==> src/hw/rtl/bpt_pkg.sv <==
// ----------------------------------------------------------------------------
// bpt_pkg - shared types and constants for barometric compensation
// Holds the decoded coefficient set, the pipeline payload record and the
// arithmetic helpers used across the stages.
// ----------------------------------------------------------------------------
package bpt_pkg;

	localparam int DIV_W = 32;
	localparam int CFG_IDX_W = 3;

	// Configuration register indexes.
	localparam logic [CFG_IDX_W-1:0] REG_AC1_AC2 = 3'd0;
	localparam logic [CFG_IDX_W-1:0] REG_AC3_AC4 = 3'd1;
	localparam logic [CFG_IDX_W-1:0] REG_AC5_AC6 = 3'd2;
	localparam logic [CFG_IDX_W-1:0] REG_B1_B2 = 3'd3;
	localparam logic [CFG_IDX_W-1:0] REG_MC_MD = 3'd4;
	localparam logic [CFG_IDX_W-1:0] REG_OSS = 3'd5;

	localparam logic [31:0] TEMP_OFFSET_B6 = 32'd4000;
	localparam logic [31:0] B4_BIAS = 32'd32768;
	localparam logic [31:0] B7_SCALE = 32'd50000;
	localparam logic [31:0] PC_X1_MUL = 32'd3038;
	localparam logic [31:0] PC_X2_MUL = 32'hFFFF_E343; // minus 7357
	localparam logic [31:0] PC_ADD = 32'd3791;

	// Calibration words, already widened to 32 bits with their proper sign.
	typedef struct packed {
		logic [31:0] ac1;
		logic [31:0] ac2;
		logic [31:0] ac3;
		logic [31:0] ac4;
		logic [31:0] ac5;
		logic [31:0] ac6;
		logic [31:0] b1;
		logic [31:0] b2;
		logic [31:0] mc;
		logic [31:0] md;
		logic [1:0]  oss;
	} cfg_t;

	// Everything one item carries down the pipeline.
	typedef struct packed {
		logic [15:0] ut;
		logic [18:0] up;
		logic        fault;
		logic        neg;
		logic        big;
		logic [31:0] m;
		logic [31:0] x1;
		logic [31:0] num;
		logic [31:0] den;
		logic [31:0] b5;
		logic [31:0] b6;
		logic [31:0] p1;
		logic [31:0] sq;
		logic [31:0] p2;
		logic [31:0] p3;
		logic [31:0] p4;
		logic [31:0] p5;
		logic [31:0] b3;
		logic [31:0] y;
		logic [31:0] p6;
		logic [31:0] b4;
		logic [31:0] d7;
		logic [31:0] b7;
		logic [31:0] p;
		logic [31:0] pp;
		logic [31:0] pq;
		logic [31:0] x2;
		logic [15:0] temp;
		logic [31:0] press;
	} pl_t;

	function automatic logic [31:0] asr(input logic [31:0] v, input logic [4:0] n);
		asr = 32'($signed(v) >>> n);
	endfunction

	function automatic logic [31:0] sext16(input logic [15:0] v);
		sext16 = {{16{v[15]}}, v};
	endfunction

endpackage

==> src/hw/rtl/bpt_cfg.sv <==
// ----------------------------------------------------------------------------
// bpt_cfg - calibration and oversampling registers
// Stores the packed calibration words and presents them decoded.
// ----------------------------------------------------------------------------
module bpt_cfg import bpt_pkg::*; (
	input  logic                 clk,
	input  logic                 arst_n,
	input  logic                 cfg_valid,
	output logic                 cfg_ready,
	input  logic [CFG_IDX_W-1:0] cfg_index,
	input  logic [31:0]          cfg_data,
	output cfg_t                 coef
);

	logic [31:0] ac12_q, ac34_q, ac56_q, b12_q, mcmd_q;
	logic [1:0]  oss_q;

	assign cfg_ready = 1'b1;

	always_ff @(posedge clk or negedge arst_n) begin
		if (!arst_n) begin
			ac12_q <= '0;
			ac34_q <= '0;
			ac56_q <= '0;
			b12_q  <= '0;
			mcmd_q <= '0;
			oss_q  <= 2'd3;
		end else if (cfg_valid) begin
			case (cfg_index)
				REG_AC1_AC2: ac12_q <= cfg_data;
				REG_AC3_AC4: ac34_q <= cfg_data;
				REG_AC5_AC6: ac56_q <= cfg_data;
				REG_B1_B2:   b12_q  <= cfg_data;
				REG_MC_MD:   mcmd_q <= cfg_data;
				REG_OSS:     oss_q  <= cfg_data[1:0];
				default: begin
				end
			endcase
		end
	end

	always_comb begin
		coef.ac1 = sext16(ac12_q[31:16]);
		coef.ac2 = sext16(ac12_q[15:0]);
		coef.ac3 = sext16(ac34_q[31:16]);
		coef.ac4 = {16'd0, ac34_q[15:0]};
		coef.ac5 = {16'd0, ac56_q[31:16]};
		coef.ac6 = {16'd0, ac56_q[15:0]};
		coef.b1  = sext16(b12_q[31:16]);
		coef.b2  = sext16(b12_q[15:0]);
		coef.mc  = sext16(mcmd_q[31:16]);
		coef.md  = sext16(mcmd_q[15:0]);
		coef.oss = oss_q;
	end

endmodule

==> config.mk <==
export PLATFORM = sky130hd
export DESIGN_NAME = bpt_cfg
export DESIGN_NICKNAME = d
export VERILOG_FILES = /design/src/hw/rtl/bpt_pkg.sv /design/src/hw/rtl/bpt_cfg.sv
export SDC_FILE = /design/constraint.sdc
export NUM_CORES = 1
export LEC_CHECK = 0
export BUFFER_PORTS_ARGS = -buffer_cell sky130_fd_sc_hd__buf_2
export CORE_AREA = 2 2 139 141
export CTS_CLUSTER_SIZE = 30
export DETAILED_ROUTE_END_ITERATION = 7
export DIE_AREA = 0 0 141 143
export PLACE_DENSITY = 0.68
export SYNTH_ARGS = -nofsm -noshare
export SYNTH_HDL_FRONTEND = slang
export SYNTH_SLANG_ARGS = --single-unit
export TNS_END_PERCENT = 20
==> constraint.sdc <==
create_clock -name clk -period 1.09 [get_ports clk]
set_input_delay 0.218 -clock clk [delete_from_list [all_inputs] [get_ports clk]]
set_output_delay 0.218 -clock clk [all_outputs]
set_load 0.05 [all_outputs]
==> results.toml, run 1 <==
[setup_path]
path_buf_inv = 2
reg2reg_slack_ns = 0.03
max_stage_delay_ns = 0.50
worstPathRequired_ns = 0.87
slowest_stage = "dfrtp_4"
r2r_start = "mcmd_q[15]"
reg2regPathDepth = 2
crit_path_start_kind = "flip-flop"
critPathMaxFanout = 9
endpoint_kind = "output pin"
cp.depth = 2
path_cells = "buf_8 > buf_6"
rr_endpoint = "mcmd_q[15]"
cpLargestDelayFamily = "flip-flops"
criticalPathCategory = "reg2out"
critPathArrivalTime_ns = 1.24

[floorplan]
core_sq_um = 18600
die_h_um = 143
num_io_pins = 361
die_w_um = 141
start_util_pct = 41.0
rows = 50
die_area_sq_um = 20200

[global_route]
grt_pass1_vias = 4553
grt_max_degree = 34
grt.overflow.total = 0
grt_pass1_wl_mm = 27.1
grt_use_total_pct = 17.6
antenna_found_initial = 0

[synth]
synth_edf_count = 0
syn-cell-area_sq_um = 7610
yosys_warnings = 0
yosysTopAreaCell = "dfrtp_1"
synthFlopType = "dfrtp_1"
synth_sequential_area_ratio_pct = 53.3
synth_common_cells = "164 x buf_4, 160 x dfrtp_1, 105 x mux2_2, 50 x mux2_4, 9 x buf_12"
syn_avg_cell_area_sq_um = 14.9
syn_inst = 511
synthMostInstantiatedCell = "buf_4"
ys_seq_elements = 162
synth_top_area_share_pct = 52.6
synth.distinct_cells = 14
synthTopCellsByArea = "dfrtp_1 53%, buf_4 16%, mux2_2 16%"
async_flop_share_pct = 100

[sta]
fin_skew_ns = 0
min_period_over_period_pct = 133
setup_tns_ns = -53.05
report.final.hold_viol_count = 0
slew_violations = 0
whs_ns = 0.0889
finalSetupViolations = 274
rsz0062_at_grt = "yes"
timing.fmax_mhz = 688
fin_crit_ns = 1.45
worst_slack_ns = -0.363

[route]
drtIter0Drc = 102
ant_nets = 0
drtPass1Iterations = 4
vias_per_cell = 4.53
drc = 0
num_vias = 4494
wl_per_cell_um = 19.2
totalWireLength_mm = 19.0

[cts]
root_buffer = "clkbuf_16"
clk_latency_ns = 0.40
cts_tree = "built"
htreeDepth = 4
numCtsBuffers = 17
clockBufferDepth = 2
clock_sinks = 162
clk_pin_slew_ns = 0.07

[hold_path]
hp-class = "in2reg"
hp-start = "cfg_data[3]"
worstHoldEndpoint = "ac34_q[3]"
whs_path_depth = 2

[final_layout]
area_growth_pct = 44.8
drive_gt1_share_pct = 72.1
fin_nets = 782
n_antenna_cell = 0
final_cells = 991
fin_util_pct = 59.3
design_area_sq_um = 11000

[placed_design]
portBuffers = 311
pre_cts_slack_ns = -0.507
place_congestion = 0.725
placed_cell_area_sq_um = 8550
dp_hpwl_mm = 11.9
placedCellCount = 947

[run_status]
violations = "setup timing"
outcome = "complete, but fails checks"

[power_and_ir_drop]
vdd_ir_drop_max_mv = 1.30
p_leak_nw = 5.30
p_per_area_nw_per_um2 = 2850
p_total_mw = 31.4

[flow_run]
cap_violations = 0
-- power by group --
| group | leakage [nW] | switching (mW) | internal [mW] |
|---|---|---|---|
| Combinational | 3.07 | 10.7 | 5.72 |
| Clock | 0.303 | 2.54 | 3.95 |
| Sequential | 1.93 | 1.11 | 7.39 |
| Total | 5.30 | 14.3 | 17.1 |
-- kinds of logic (layout without fill, tap and decap cells) --
logic type / Yosys count / count (layout) / share of synthesized area, %
and+or+nand+nor: 6 / 6 / 1.02
DFF: 162 / 162 / 53.3
muxes: 162 / 162 / 26.4
other: 2 / 49 / 0.0986
buffers and inverters: 179 / 378 / 19.2
-- final cells by class --
cell class,instances,area (sq um)
Timing Repair Buffer,346,3660
Tap cell,234,293
Fill cell,1368,7560
Multi-Input combinational cell,217,2360
Clock buffer,19,443
Clock inverter,13,198
Sequential cell,162,4080
-- worst max-delay path by stage --
stage                            start    endpoint  slack (ns)
final                       mcmd_q[15]    coef[24]       -0.36
after global routing        mcmd_q[15]    coef[25]       -0.41
after CTS                   mcmd_q[15]    coef[32]       -0.36
after detailed placement  cfg_index[1]   ac12_q[2]       -0.51
after global placement    cfg_index[1]   ac12_q[5]       -0.47
after floorplan           cfg_index[1]  ac12_q[21]       -0.18
-- layer usage --
metal | routed length, um | up-vias | global-route usage, %
met5 | 0 | - | 0
met4 | 299 | 0 | 5.89
met3 | 1080 | 20 | 4.90
met2 | 10400 | 190 | 31.1
met1 | 7250 | 2306 | 20.7
li1 | - | 1978 | -
-- state kept, by name, summed over array words and instances, names as in the netlist --
register,flops
ac34_q,32
oss_q,2
ac56_q,32
ac12_q,32
mcmd_q,32
b12_q,32
-- worst reg2reg max path: cells and delay by family, from the launching register on --
family   cells  cell delay, ns
buf+inv      1            0.16
flops        1            0.50
mux          1            0.28
-- cell usage in the layout (no fill, tap or decap), types with 4 or more instances in the layout --
cell type,n
buf_6,222
dfrtp_1,153
mux2_2,95
mux2_4,61
conb_1,49
buf_2,42
buf_4,41
buf_8,27
clkbuf_16,17
buf_12,10
mux2_1,6
dfrtp_4,4
bufinv_16,4
-- timing repair --
action,4_1_cts,5_1_grt
pin swaps,0,2
buffers inserted,5,6
hold endpoints to repair,21,0
hold buffers,1,0
setup endpoints to repair,320,383
resized for setup,449,148
Power figures use the tool's default switching activity.
==> inputs of run 2 (changes only) <==
- BUFFER_PORTS_ARGS: -buffer_cell sky130_fd_sc_hd__buf_2 -> -buffer_cell sky130_fd_sc_hd__buf_4
- SETUP_SLACK_MARGIN: not set -> 0.3
==> run 2 against run 1 <==
Effect of this change: die area stayed put; combinational power hardly changed; total power is 2.7% lower; clock skew stayed put; critical path depth stayed put; worst setup slack better by 0.029 ns; final area is 0.82% lower; the flow finishes with violations (hold timing, setup timing); highest routed layer unchanged; fmax is 2.1% higher.
==> results.toml, run 2 (synthesis results as in run 1) <==
[hold_path]
hp-class = "in2async"

[route]
ant_nets = 0
drc = 0
drtIter0Drc = 73
drtPass1Iterations = 4
totalWireLength_mm = 18.3
wl_per_cell_um = 18.5
vias_per_cell = 4.53
num_vias = 4477

[sta]
timing.fmax_mhz = 702
report.final.hold_viol_count = 29
min_period_over_period_pct = 131
rsz0062_at_grt = "yes"
fin_crit_ns = 1.42
whs_ns = -0.307
slew_violations = 0
fin_skew_ns = 0
worst_slack_ns = -0.334
finalSetupViolations = 279

[global_route]
grt.overflow.total = 0
grt_pass1_wl_mm = 27.4
grt_use_total_pct = 17.8
grt_max_degree = 37
grt_pass1_vias = 4669
antenna_found_initial = 0

[placed_design]
dp_hpwl_mm = 12.9
place_congestion = 0.799
placed_cell_area_sq_um = 9310
placedCellCount = 948
portBuffers = 311

[floorplan]
die_h_um = 143
start_util_pct = 41.0
core_sq_um = 18600
die_area_sq_um = 20200
num_io_pins = 361
die_w_um = 141
rows = 50

[setup_path]
critPathMaxFanout = 9
criticalPathCategory = "reg2out"
r2r_start = "mcmd_q[31]"
reg2reg_slack_ns = 0.09
critPathArrivalTime_ns = 1.21
worstPathRequired_ns = 0.87
cp-startpoint = "mcmd_q[31]"
endpoint_kind = "output pin"
crit_path_start_kind = "flip-flop"

[cts]
htreeDepth = 4
clk_latency_ns = 0.41
cts_tree = "built"
clockBufferDepth = 2
numCtsBuffers = 17
root_buffer = "clkbuf_16"
clk_pin_slew_ns = 0.06
clock_sinks = 162

[power_and_ir_drop]
p_comb_share_pct = 52.9
p_total_mw = 30.5
power.share.switching_pct = 46.1
netSwitchingPower_mw = 14.1
p_int_mw = 16.5
vdd_ir_drop_max_mv = 1.60
p_per_area_nw_per_um2 = 2790
p_seq_share_pct = 28.1
p_leak_nw = 5.25
clock_power_share_pct = 19.1

[final_layout]
area_growth_pct = 43.6
n_antenna_cell = 0
design_area_sq_um = 10900
fin_util_pct = 58.8
final_cells = 989
drive_gt1_share_pct = 72.1
layout_common_cells = "221 x buf_6, 153 x dfrtp_1, 105 x mux2_2"
fin_nets = 781
fill_cells = 1411
layout_commonest_cell = "buf_6"

[run_status]
outcome = "complete, but fails checks"
violations = "hold timing, setup timing"

[flow_run]
cap_violations = 0
==> run 2: cell count changes in the layout (fill, tap and decap cells not counted), sizes merged <==
cell	delta
buf	+3
bufinv	-2
clkbuf	-3
clkinv	+2
dlygate4sd3	-1
inv	-1
==> run 2: stage by stage <==
stage               setup WS [ns]  TNS, ns  hold WS, ns
detailed placement         -0.455   -60.84        0.135
finish                     -0.334   -53.97       -0.307
CTS                        -0.352   -58.53       -0.309
global placement           -0.421   -56.68        0.143
floorplan                  -0.176   -21.73      -0.0776
global route               -0.378   -66.27       -0.320
==> run 2: power by group through the flow <==
stage	sequential [mW]	combinational, mW	clock, mW
6_report	8.58	16.1	5.82
5_1_grt	8.74	16.6	6.28
4_1_cts	8.66	15.6	5.96
3_5_place_dp	8.51	14.5	0
3_3_place_gp	8.43	14.4	0
2_1_floorplan	13.3	7.55	0
==> run 2: critical path, stage by stage, from the launching register on <==
cell	delay, ns
dfrtp_4	0.48
buf_6	0.15
buf_6	0.15
==> run 2: cell type report <==
cell class	instances	area, sq um	share of cell area [%]
clock buffer	19	443	4.05
multi-input combinational	217	2320	21.2
timing repair buffer	345	3670	33.5
sequential	162	4080	37.3
clock inverter	12	133	1.21
tap	234	293	2.68
==> run 2: repair_timing <==
action                                  CTS  global route
resized for setup                       189            75
gates cloned                              1             0
pin swaps                                 0             1
endpoints found under the hold margin    21            21
endpoints found under the setup margin  434           434
buffers inserted                          3             6
==> run 2: final timing paths <==
| check | to | depth (start not counted) |
|---|---|---|
| max reg2reg | mcmd_q[31] | 2 |
| min reg2reg | ac12_q[25] | 1 |
| min | b12_q[6] | 1 |
| max | coef[55] | 2 |
| max in group asynchronous | ac12_q[15] | 2 |
| min in group clk | ac12_q[25] | 2 |
==> run 2: per-layer routing <==
layer | up-vias | global-route usage, % | share of wire (%)
met5 | - | 0 | 0
met4 | 0 | 6.26 | 2.0
met3 | 20 | 5.63 | 6.3
met2 | 192 | 30.4 | 53
met1 | 2280 | 21.2 | 39
li1 | 1985 | - | -
==> inputs of run 3 (changes only) <==
==> constraint.sdc (replaced) <==
create_clock -name clk -period 1.09 [get_ports clk]
set_input_delay 0.218 -clock clk [delete_from_list [all_inputs] [get_ports clk]]
set_output_delay 0.218 -clock clk [all_outputs]
set_load 0.1 [all_outputs]
==> run 3 against run 2 <==
Effect of this change: the flow still finishes with violations (hold timing, setup timing); non-clock buffer count rose by 5; via count rose by 6.7%; utilization rose by 14 points; first-iteration DRC count is 150% higher; die area stayed put; register-to-register slack got worse by 0.08 ns; final area rose by 24%; final cell count increased by 0.61%; global-route usage grew 2.8 points; clock skew did not move; critical path type unchanged; critical endpoint is now coef[96]; largest cell class is now non-clock buffers.
==> results.toml, run 3 (synthesis results as in run 1) <==
[run_status]
outcome = "complete, but fails checks"
violations = "hold timing, setup timing"

[sta]
min_period_over_period_pct = 138
worst_slack_ns = -0.412
fin_crit_ns = 1.50
whs_ns = -0.313
fin_skew_ns = 0
slew_violations = 0
rsz0062_at_grt = "yes"
setup_tns_ns = -70.56
report.final.hold_viol_count = 34
finalSetupViolations = 317
timing.fmax_mhz = 666

[floorplan]
num_io_pins = 361
die_h_um = 143
core_sq_um = 18600
start_util_pct = 41.0
die_area_sq_um = 20200
rows = 50
die_w_um = 141

[final_layout]
fin_nets = 786
n_antenna_cell = 0
layout_commonest_cell = "buf_12"
register_area_sq_um = 4100
multi_input_area_sq_um = 2340
drive_gt1_share_pct = 73.7
fill_cells = 1000
area_growth_pct = 77.5
layout_common_cells = "268 x buf_12, 142 x dfrtp_1, 102 x mux2_2"

[setup_path]
rr_endpoint = "ac12_q[15]"
reg2regPathDepth = 2
reg2reg_slack_ns = 0.01
worstPathRequired_ns = 0.87
r2r_start = "ac12_q[15]"
critPathMaxFanout = 9
crit_path_start_kind = "flip-flop"
criticalPathCategory = "reg2out"
endpoint_kind = "output pin"
critPathArrivalTime_ns = 1.28

[cts]
root_buffer = "clkbuf_16"
clk_pin_slew_ns = 0.07
htreeDepth = 4
clock_sinks = 162
clockBufferDepth = 2
numCtsBuffers = 17
cts_tree = "built"
clk_latency_ns = 0.41

[hold_path]
hp-class = "in2async"

[route]
num_vias = 4779
drtIter0Drc = 181
ant_nets = 0
vias_per_cell = 4.80
drtPass1Iterations = 4
drc = 0
totalWireLength_mm = 23.9
wl_per_cell_um = 24.0

[placed_design]
dp_hpwl_mm = 12.9
portBuffers = 311
place_congestion = 0.753

[global_route]
grt_pass1_wl_mm = 31.4
grt_use_total_pct = 20.5
antenna_found_initial = 0
grt_pass1_vias = 5079
grt.overflow.total = 0
grt_max_degree = 41

[flow_run]
cap_violations = 0
==> run 3: layer usage <==
layer | global-route usage [%] | share of wire [%]
met5 | 0 | 0
met2 | 36.7 | 56
met1 | 24.3 | 35
met4 | 5.68 | 2.3
met3 | 5.87 | 6.8
==> run 3: worst max-delay path by stage <==
| stage | to | cells past startpoint | slack, ns | from |
|---|---|---|---|---|
| 2_1_floorplan | ac12_q[21] | 3 | -0.18 | cfg_index[1] |
| 3_3_place_gp | ac56_q[29] | 4 | -0.40 | cfg_index[0] |
| 3_5_place_dp | mcmd_q[19] | 4 | -0.44 | cfg_index[1] |
| 4_1_cts | coef[31] | 2 | -0.41 | mcmd_q[15] |
| 5_1_grt | coef[96] | 2 | -0.44 | b12_q[15] |
| 6_report | coef[96] | 2 | -0.41 | b12_q[15] |
==> run 3: per-stage QoR <==
| step | std cells | cell area [sq um] | setup WS, ns | utilization, % |
|---|---|---|---|---|
| after CTS | 995 | 12500 | -0.405 | 67.0 |
| after global routing | 995 | 13500 | -0.445 | 72.7 |
| final | 995 | 13500 | -0.412 | 72.7 |
| after detailed placement | 948 | 9310 | -0.437 | 50.1 |
| after floorplan | 558 | 7870 | -0.177 | - |
| after global placement | 948 | 9310 | -0.404 | 50.1 |
==> run 3: final cells by class <==
type	instances	area share, %
Clock buffer	19	3.28
Clock inverter	13	1.47
Multi-Input combinational cell	217	17.3
Sequential cell	162	30.3
Tap cell	234	2.17
Timing Repair Buffer	350	45.5
==> run 3: repair_timing <==
action	CTS	global route
endpoints found under the setup margin	434	434
gates resized for setup	565	250
setup buffers	15	0
hold endpoints to repair	56	20
pin swaps	0	3
==> run 3: critical path, cell delays in order (launching register included) <==
cell and delay, ns:
dfrtp_4 0.51, buf_12 0.17, buf_6 0.19
Power of run 3 is left out: the tool's default activity adds up to more than one toggle a clock period on the data nets, which glitch-free logic cannot reach.
